`config.mk`:
```
export PLATFORM = sky130hd
export DESIGN_NAME = nts_cell
export DESIGN_NICKNAME = d
export VERILOG_FILES = /design/src/rtl/nts_pkg.sv /design/src/rtl/nts_cell.sv
export SDC_FILE = /design/constraint.sdc
export NUM_CORES = 1
export LEC_CHECK = 0
export ABC_CLOCK_PERIOD_IN_PS = 18600
export BUFFER_PORTS_ARGS = -buffer_cell sky130_fd_sc_hd__clkbuf_2
export CORE_ASPECT_RATIO = 1.25
export CORE_UTILIZATION = 32
export CTS_BUF_LIST = sky130_fd_sc_hd__clkbuf_8
export CTS_CLUSTER_SIZE = 10
export DETAILED_ROUTE_END_ITERATION = 10
export PLACE_DENSITY_LB_ADDON = 0.15
export REMOVE_ABC_BUFFERS = 1
export SKIP_LAST_GASP = 1
export SYNTH_ARGS = -nofsm -noshare
export SYNTH_HDL_FRONTEND = slang
export SYNTH_SLANG_ARGS = --single-unit
```
`constraint.sdc`:
```
create_clock -name aclk -period 18.6 [get_ports aclk]
set_input_delay 4.65 -clock aclk [delete_from_list [all_inputs] [get_ports aclk]]
set_output_delay 4.65 -clock aclk [all_outputs]
set_load 0.02 [all_outputs]
```
`src/rtl/nts_pkg.sv`:
```
// ----------------------------------------------------------------------------
// nts_pkg
// Shared constants and the query token type for the nearest-timestamp store.
// ----------------------------------------------------------------------------
`default_nettype none

package nts_pkg;

    // Ring geometry
    localparam int DEPTH        = 16;
    localparam int SLOT_BITS    = $clog2(DEPTH);
    localparam int TIME_BITS    = 48;
    localparam int PAYLOAD_BITS = 32;

    // Result field widths
    localparam int MATCH_PAYLOAD_BITS = 32;
    localparam int MATCH_SLOT_BITS    = 4;

    // Stream packing
    localparam int IN_DATA_BITS  = ((TIME_BITS + PAYLOAD_BITS + 7) / 8) * 8;
    localparam int IN_PAD_BITS   = IN_DATA_BITS - TIME_BITS - PAYLOAD_BITS;
    localparam int OUT_RAW_BITS  = MATCH_PAYLOAD_BITS + TIME_BITS + MATCH_SLOT_BITS;
    localparam int OUT_DATA_BITS = ((OUT_RAW_BITS + 7) / 8) * 8;
    localparam int OUT_PAD_BITS  = OUT_DATA_BITS - OUT_RAW_BITS;

    // Reset value of the gap register (99999999 s in microseconds)
    localparam logic [TIME_BITS-1:0] MAX_GAP_RESET = 48'd99999999000000;

    // Item kinds carried on tuser
    localparam logic KIND_ADD   = 1'b0;
    localparam logic KIND_QUERY = 1'b1;

    // Query token that walks the row of cells
    typedef struct packed {
        logic                    valid;
        logic [TIME_BITS-1:0]    qts;
        logic [TIME_BITS-1:0]    best_diff;
        logic [SLOT_BITS-1:0]    best_slot;
        logic [TIME_BITS-1:0]    best_time;
        logic [PAYLOAD_BITS-1:0] best_payload;
    } token_t;

endpackage

`default_nettype wire

```
`src/rtl/nts_cell.sv`:
```
// ----------------------------------------------------------------------------
// nts_cell
// One ring slot: holds a record and updates the passing query token.
// ----------------------------------------------------------------------------
`default_nettype none

module nts_cell (
    input  wire logic                             aclk,
    input  wire logic                             aresetn,
    input  wire logic [nts_pkg::SLOT_BITS-1:0]    cell_idx,
    input  wire logic                             wr_en,
    input  wire logic [nts_pkg::TIME_BITS-1:0]    wr_time,
    input  wire logic [nts_pkg::PAYLOAD_BITS-1:0] wr_payload,
    input  wire logic                             advance,
    input  wire nts_pkg::token_t                  tok_in,
    output nts_pkg::token_t                       tok_out
);

    logic [nts_pkg::TIME_BITS-1:0]    time_reg;
    logic [nts_pkg::PAYLOAD_BITS-1:0] payload_reg;
    nts_pkg::token_t                  tok_reg;
    nts_pkg::token_t                  tok_next;
    logic [nts_pkg::TIME_BITS-1:0]    diff;
    logic                             hit;

    // Stored record, cleared by reset
    always_ff @(posedge aclk) begin
        if (!aresetn) begin
            time_reg    <= '0;
            payload_reg <= '0;
        end else if (wr_en) begin
            time_reg    <= wr_time;
            payload_reg <= wr_payload;
        end
    end

    // Absolute difference and strict compare against best so far
    always_comb begin
        diff = (time_reg >= tok_in.qts) ? (time_reg - tok_in.qts) : (tok_in.qts - time_reg);
        hit  = (diff < tok_in.best_diff);
    end

    // Token update; slot 0 always loads its record as the fallback answer
    always_comb begin
        tok_next = tok_in;
        if (hit) begin
            tok_next.best_diff = diff;
            tok_next.best_slot = cell_idx;
        end
        if (hit || (cell_idx == '0)) begin
            tok_next.best_time    = time_reg;
            tok_next.best_payload = payload_reg;
        end
    end

    // Hand the token on to the neighbor
    always_ff @(posedge aclk) begin
        if (!aresetn) begin
            tok_reg <= '0;
        end else if (advance) begin
            tok_reg <= tok_next;
        end
    end

    assign tok_out = tok_reg;

endmodule

`default_nettype wire

```
==> results of run 1 <==
[layout make-up]
cell class                 instances  area (µm²)
fill                            5663       32080
multi-input combinational       1551       10780
sequential                       261        5225
timing repair buffer             461        2347
tap                              672       840.8
clock buffer                      61       839.6
inverter                         168       638.1
clock inverter                    28       166.4
antenna                            3       7.507
[synth_stat cells (8+ instances only)]
cell,n
a211oi_1,100
a21o_1,47
a21oi_1,149
a221oi_1,12
buf_1,12
buf_2,42
clkbuf_1,81
dfxtp_1,261
ha_1,142
inv_1,167
mux2_2,8
mux2i_1,240
nand2_1,100
nand3_1,36
nand4_1,34
nor2_1,294
nor2b_1,21
nor3_1,34
o211ai_1,10
o21a_1,11
o21ai_0,124
o21bai_1,20
o31ai_1,8
xnor2_1,31
xor2_1,15
[worst min-delay path, delay by kind of cell (launching register included)]
| kind | cells | cell delay [ns] |
|---|---|---|
| AND/OR/NAND/NOR | 1 | 0.08 |
| AO/OA/AOI/OAI | 1 | 0.05 |
| flip-flops | 1 | 0.31 |
[layer usage]
layer	global-route usage	share of wire
met5	0	0
met4	0.07299	0.029
met3	0.03776	0.052
met2	0.3606	0.47
met1	0.2858	0.45
[through the flow]
step | instance area, µm² | cells | setup WS [ns] | power [W] | hold WS [ns]
floorplan | 16620 | 1980 | 1.866 | 0.001138 | 0.4596
global placement | 19830 | 3112 | 6.587 | 0.001341 | 0.4712
detailed placement | 19830 | 3113 | 6.533 | 0.001347 | 0.4769
CTS | 20840 | 3202 | 7.196 | 0.001938 | 0.4843
global route | 20840 | 3205 | 6.676 | 0.002032 | 0.5003
finish | 20840 | 3205 | 7.220 | 0.001914 | 0.4825
[final timing paths]
check                end         start  depth (start not counted)  slack, ns
max          tok_out[75]   tok_in[160]                         24       7.22
min          tok_out[34]   tok_out[34]                          2       0.48
max reg2reg  tok_out[75]  time_reg[28]                         22      11.07
min reg2reg  tok_out[34]   tok_out[34]                          2       0.48
[where the power goes]
part,internal (W),switching (W)
Clock,0.000311,0.000267
Combinational,0.000259,0.000426
Sequential,0.000615,0.0000361
Total,0.00119,0.000729
[logic make-up (layout without fill, tap and decap cells)]
| logic type | count (synthesis) | count (layout) | share of synthesized area |
|---|---|---|---|
| xor+xnor | 46 | 46 | 0.02334 |
| buf+inv | 311 | 718 | 0.07387 |
| compound gates | 549 | 549 | 0.2065 |
| fa+ha+maj | 144 | 144 | 0.1053 |
| other cells | 0 | 3 | 0 |
| simple gates | 564 | 564 | 0.1439 |
| mux | 248 | 248 | 0.1444 |
| flops | 261 | 261 | 0.3027 |
==> impl_metrics.yaml, run 1 <==
status:
  status: "finished clean"
power_and_ir_drop:
  power_density_nw_per_um2: 91.83
  p_leak_nw: 10.13
  ir_drop_mv: 0.05732
sta:
  fmax_mhz: 87.88
  setup_viol: 0
  grt_setup_unrepaired: "false"
  post-route-period-util: 0.6118
  tightest_slew_ns: 1.101
  hold_viol: 0
  finalMaxSlewViolations: 0
  skew_ns: 0.03277
  period_minus_slack_ns: 11.38
  tns_ns: 0
  slew_headroom: 0.2657
finish:
  area_growth_pct: 20.76
  nets: 2904
  largest_register_ff_count: 181
  drive_above_1_share: 0.2241
  layout_commonest_cell: "clkbuf_2"
  final_cell_mix: "clkbuf_2, nor2_1, dfxtp_1"
  fin_util: 0.3938
die:
  io_pins: 450
  core_um2: 52930
  fp.dieH_um: 261.7
  die_x_um: 209.7
  design.die.area_um2: 54880
  rows: 94
  initial_utilization: 0.3261
grt:
  grt_pass1_wl_mm: 94.45
  grt_max_degree: 148
  grt-ovfl-total: 0
  grt_pass1_vias: 16500
  grt.total_usage: 0.2177
  antenna_found_initial: 3
synth:
  synth.distinct_cells: 74
  ys_seq_area_frac: 0.3027
  synthCells: 2123
  async_reset_ff_frac: 0
  yosysWarnings: 0
  synthTopCellsByArea: "dfxtp_1, mux2i_1, ha_1"
  synthFlopType: "dfxtp_1"
  synth_seq_cells: 261
  netlist_area_um2: 17260
  synth_top_cell_by_area: "dfxtp_1"
  synth.avg_cell_area_um2: 8.130
  yosysTopAreaCellShare: 0.3027
  synth-edff-count: 0
cts:
  cts_buffer_depth: 3
  path_clk_slew_ns: 0.06
  htree_levels: 2
  postCtsHoldBufs: 0
  cts.sink_count: 261
  postCtsSetupBuffers: 0
  cts_resized: 0
  clk_latency_ns: 0.64
  clock-root-buffer: "clkbuf_8"
  cts_tree: "yes"
  cts_inserted_buffers: 48
detailed_routing:
  avgRoutedWirePerCell_um: 19.20
  drtIter0Drc: 885
  totalWireLength_mm: 61.52
  drc: 0
  via_per_inst: 5.190
  drt_first_pass_iters: 5
  antenna_left: 0
  vias: 16630
place:
  numPortBuffers: 449
  dp_hpwl_mm: 47.31
  gp_congestion: 0.9652
worst_setup_path:
  worstPathMaxFanout: 49
  criticalPathCategory: "input pin to flop"
  cp-start-kind: "input pin"
  cp-end-kind: "flop"
  worstPathCellList: "clkbuf_2, inv_1, ha_1, nand4_1, nor4_2, nand4_1, a211o_1, o211ai_4, or2_4, o31ai_1, o41ai_2, xor2_1, ha_1, nand2_1, or3_1, nor3_1, a2111oi_0, o21ai_0, a21oi_4, nor2_4, buf_4, buf_4, mux2i_1, a211oi_1"
  cp_slowest_stage_delay_ns: 0.80
  required_ns: 19.11
  path_buf_inv: 4
  critPathSlowestCell: "buf_4"
  critPathTopFamily: "simple AND/OR/NAND/NOR gates"
  arrival_ns: 11.89
worst_hold_path:
  hp-class: "flop to flop"
job:
  maxCapViolations: 0
Power figures use the tool's default switching activity.
==> run 2, diff against run 1 <==
ABC_AREA = 1   (was not set)
ABC_CLOCK_PERIOD_IN_PS = 9400   (was 18600)
clock period = 9.4 ns   (was 18.6 ns; I/O delays follow)
==> impl_metrics.yaml, run 2 <==
status:
  status: "finished clean"
grt:
  use_met2: 0.3995
  grtUsageMet1: 0.2981
  grt_pass1_wl_mm: 121.4
  grt_busiest_layer: "met2"
  grt_use_met3: 0.04213
  grt.total_usage: 0.2354
  grt_pass1_vias: 21550
  antenna_found_initial: 3
  grt_max_degree: 98
  grt-ovfl-total: 0
worst_hold_path:
  hp-start: "payload_reg[11]"
  hp-class: "flop to flop"
worst_setup_path:
  arrival_ns: 7.77
  required_ns: 9.88
  critPathLaunch: "tok_in[132]"
  crit-reg2reg-launch: "time_reg[0]"
  cp_slowest_stage_delay_ns: 0.59
  path_buf_inv: 7
  cp-start-kind: "input pin"
  critPathSlowestCell: "nand3_2"
  worstPathMaxFanout: 29
  cp-end-kind: "flop"
  cpMostUsedCell: "nand2_1"
  reg2reg_setup_slack_ns: 3.58
  criticalPathCategory: "input pin to flop"
  critPathTopFamily: "simple AND/OR/NAND/NOR gates"
sta:
  finalMaxSlewViolations: 0
  slew_headroom: 0.3866
  post-route-period-util: 0.7749
  skew_ns: 0.01386
  grt_setup_unrepaired: "false"
  fmax_mhz: 137.3
  worst_slack_ns: 2.116
  worst_hold_slack_ns: 0.4552
  hold_viol: 0
  period_minus_slack_ns: 7.284
  setup_viol: 0
  tightest_slew_ns: 0.9201
die:
  die_x_um: 229.7
  io_pins: 450
  design.die.area_um2: 65810
  rows: 103
  core_um2: 63660
  fp.dieH_um: 286.6
  initial_utilization: 0.3256
cts:
  clock-root-buffer: "clkbuf_8"
  cts_resized: 0
  cts_inserted_buffers: 49
  cts_buffer_depth: 3
  postCtsHoldBufs: 0
  postCtsSetupBuffers: 0
  cts.sink_count: 261
  path_clk_slew_ns: 0.06
  cts_tree: "yes"
  clk_latency_ns: 0.64
  htree_levels: 2
synth:
  synth_seq_cells: 261
  synth-simple-area-share: 0.3585
  synth-edff-count: 0
  ys_seq_area_frac: 0.2520
  synth.area.mux_share: 0
  yosysWarnings: 0
  async_reset_ff_frac: 0
  yosysTopAreaCellShare: 0.2520
  synthFlopType: "dfxtp_1"
  synth_top_cell_by_area: "dfxtp_1"
  synth.distinct_cells: 43
  netlist_area_um2: 20730
  synthCells: 3487
  synthAdderAreaFrac: 0.08763
  synthTopCellsByArea: "dfxtp_1, nand2_1, inv_1"
  synth_xor_area_frac: 0.02155
  yosysMostFrequentCell: "nand2_1"
  synth.avg_cell_area_um2: 5.945
  synth_compound_area_frac: 0.1368
  ys_top_cells_by_count: "nand2_1, inv_1, a21oi_1, dfxtp_1, nand3_1"
  synth_top_family_by_area: "simple AND/OR/NAND/NOR gates"
power_and_ir_drop:
  pwr-share-seq: 0.308
  power_w: 0.004218
  switching_share: 0.4259
  ir_drop_mv: 0.1040
  pwr-share-clk: 0.273
  switchingPower_w: 0.001797
  power_density_nw_per_um2: 171.4
  combPwrFrac: 0.419
  p_int_w: 0.002421
  p_leak_nw: 13.86
finish:
  area_growth_pct: 18.70
  final_cells: 4750
  layout_commonest_cell: "nand2_1"
  nets: 4284
  drive_above_1_share: 0.1738
  final_cell_mix: "nand2_1, inv_1, clkbuf_2"
  largest_register_ff_count: 181
  fin_util: 0.3865
place:
  numPortBuffers: 449
  gp_congestion: 0.9618
  dp_hpwl_mm: 63.32
  dp.cells: 4660
  dp_slack_ns: 1.455
job:
  maxCapViolations: 0
detailed_routing:
  via_per_inst: 4.659
  drtIter0Drc: 1057
  drc: 0
  totalWireLength_mm: 79.31
  drt_first_pass_iters: 5
  vias: 22130
  antenna_left: 0
  avgRoutedWirePerCell_um: 16.70
-- run 2: cell count changes in the layout (fill, tap and decap cells not counted), sizes merged, moves of 147 or more --
cell,previous run,this run
nor2,295,127
nand2,100,1308
a21oi,149,384
mux2i,240,0
nand3,36,183
inv,183,642
-- run 2: final cells by class --
| type | instances | area [µm²] |
|---|---|---|
| tap | 840 | 1051 |
| timing repair buffer | 469 | 2431 |
| clock buffer | 62 | 853.3 |
| inverter | 623 | 2352 |
| multi-input combinational | 2467 | 12550 |
| fill | 7399 | 39060 |
| sequential | 261 | 5225 |
| clock inverter | 25 | 141.4 |
| antenna | 3 | 7.507 |
-- run 2: worst paths after layout --
| kind | depth (start not counted) | endpoint |
|---|---|---|
| min | 2 | payload_reg[11] |
| min reg2reg | 2 | payload_reg[11] |
| max | 31 | tok_out[96] |
| max reg2reg | 31 | tok_out[96] |
-- run 2: kinds of logic (layout without fill, tap and decap cells) --
kind of cell / count (synthesis) / count (layout)
simple gates: 1734 / 1734
buf+inv: 759 / 1179
flops: 261 / 261
compound gates: 538 / 538
other cells: 0 / 3
xor+xnor: 51 / 51
fa+ha+maj: 144 / 144
-- run 2: worst reg2reg max path, delay by kind of cell, from the launching register on --
kind	cells	cell delay, ns
adders and majority gates	3	1.00
DFF	1	0.31
and+or+nand+nor	18	2.49
AOI/OAI and AO/OA	3	0.30
buffers and inverters	7	1.59
-- run 2: metrics by stage --
| step | area, µm² | setup TNS (ns) |
|---|---|---|
| 6_report | 24610 | 0 |
| 5_1_grt | 24610 | 0 |
| 4_1_cts | 24600 | 0 |
| 3_5_place_dp | 23610 | 0 |
| 3_3_place_gp | 23610 | 0 |
| 2_1_floorplan | 20100 | -92.48 |
-- run 2: power groups by stage --
stage	registers (W)	clock network (W)	logic [W]
final	0.00130	0.00115	0.00177
after floorplan	0.00144	0	0.00105
after CTS	0.00130	0.00120	0.00178
after global placement	0.00132	0	0.00178
after detailed placement	0.00132	0	0.00177
after global routing	0.00131	0.00125	0.00199
-- run 2: per-layer routing --
layer / share of wire / wire length (µm)
met1: 0.45 / 35370
met2: 0.47 / 37100
met5: 0 / 0
met3: 0.055 / 4353
met4: 0.031 / 2486
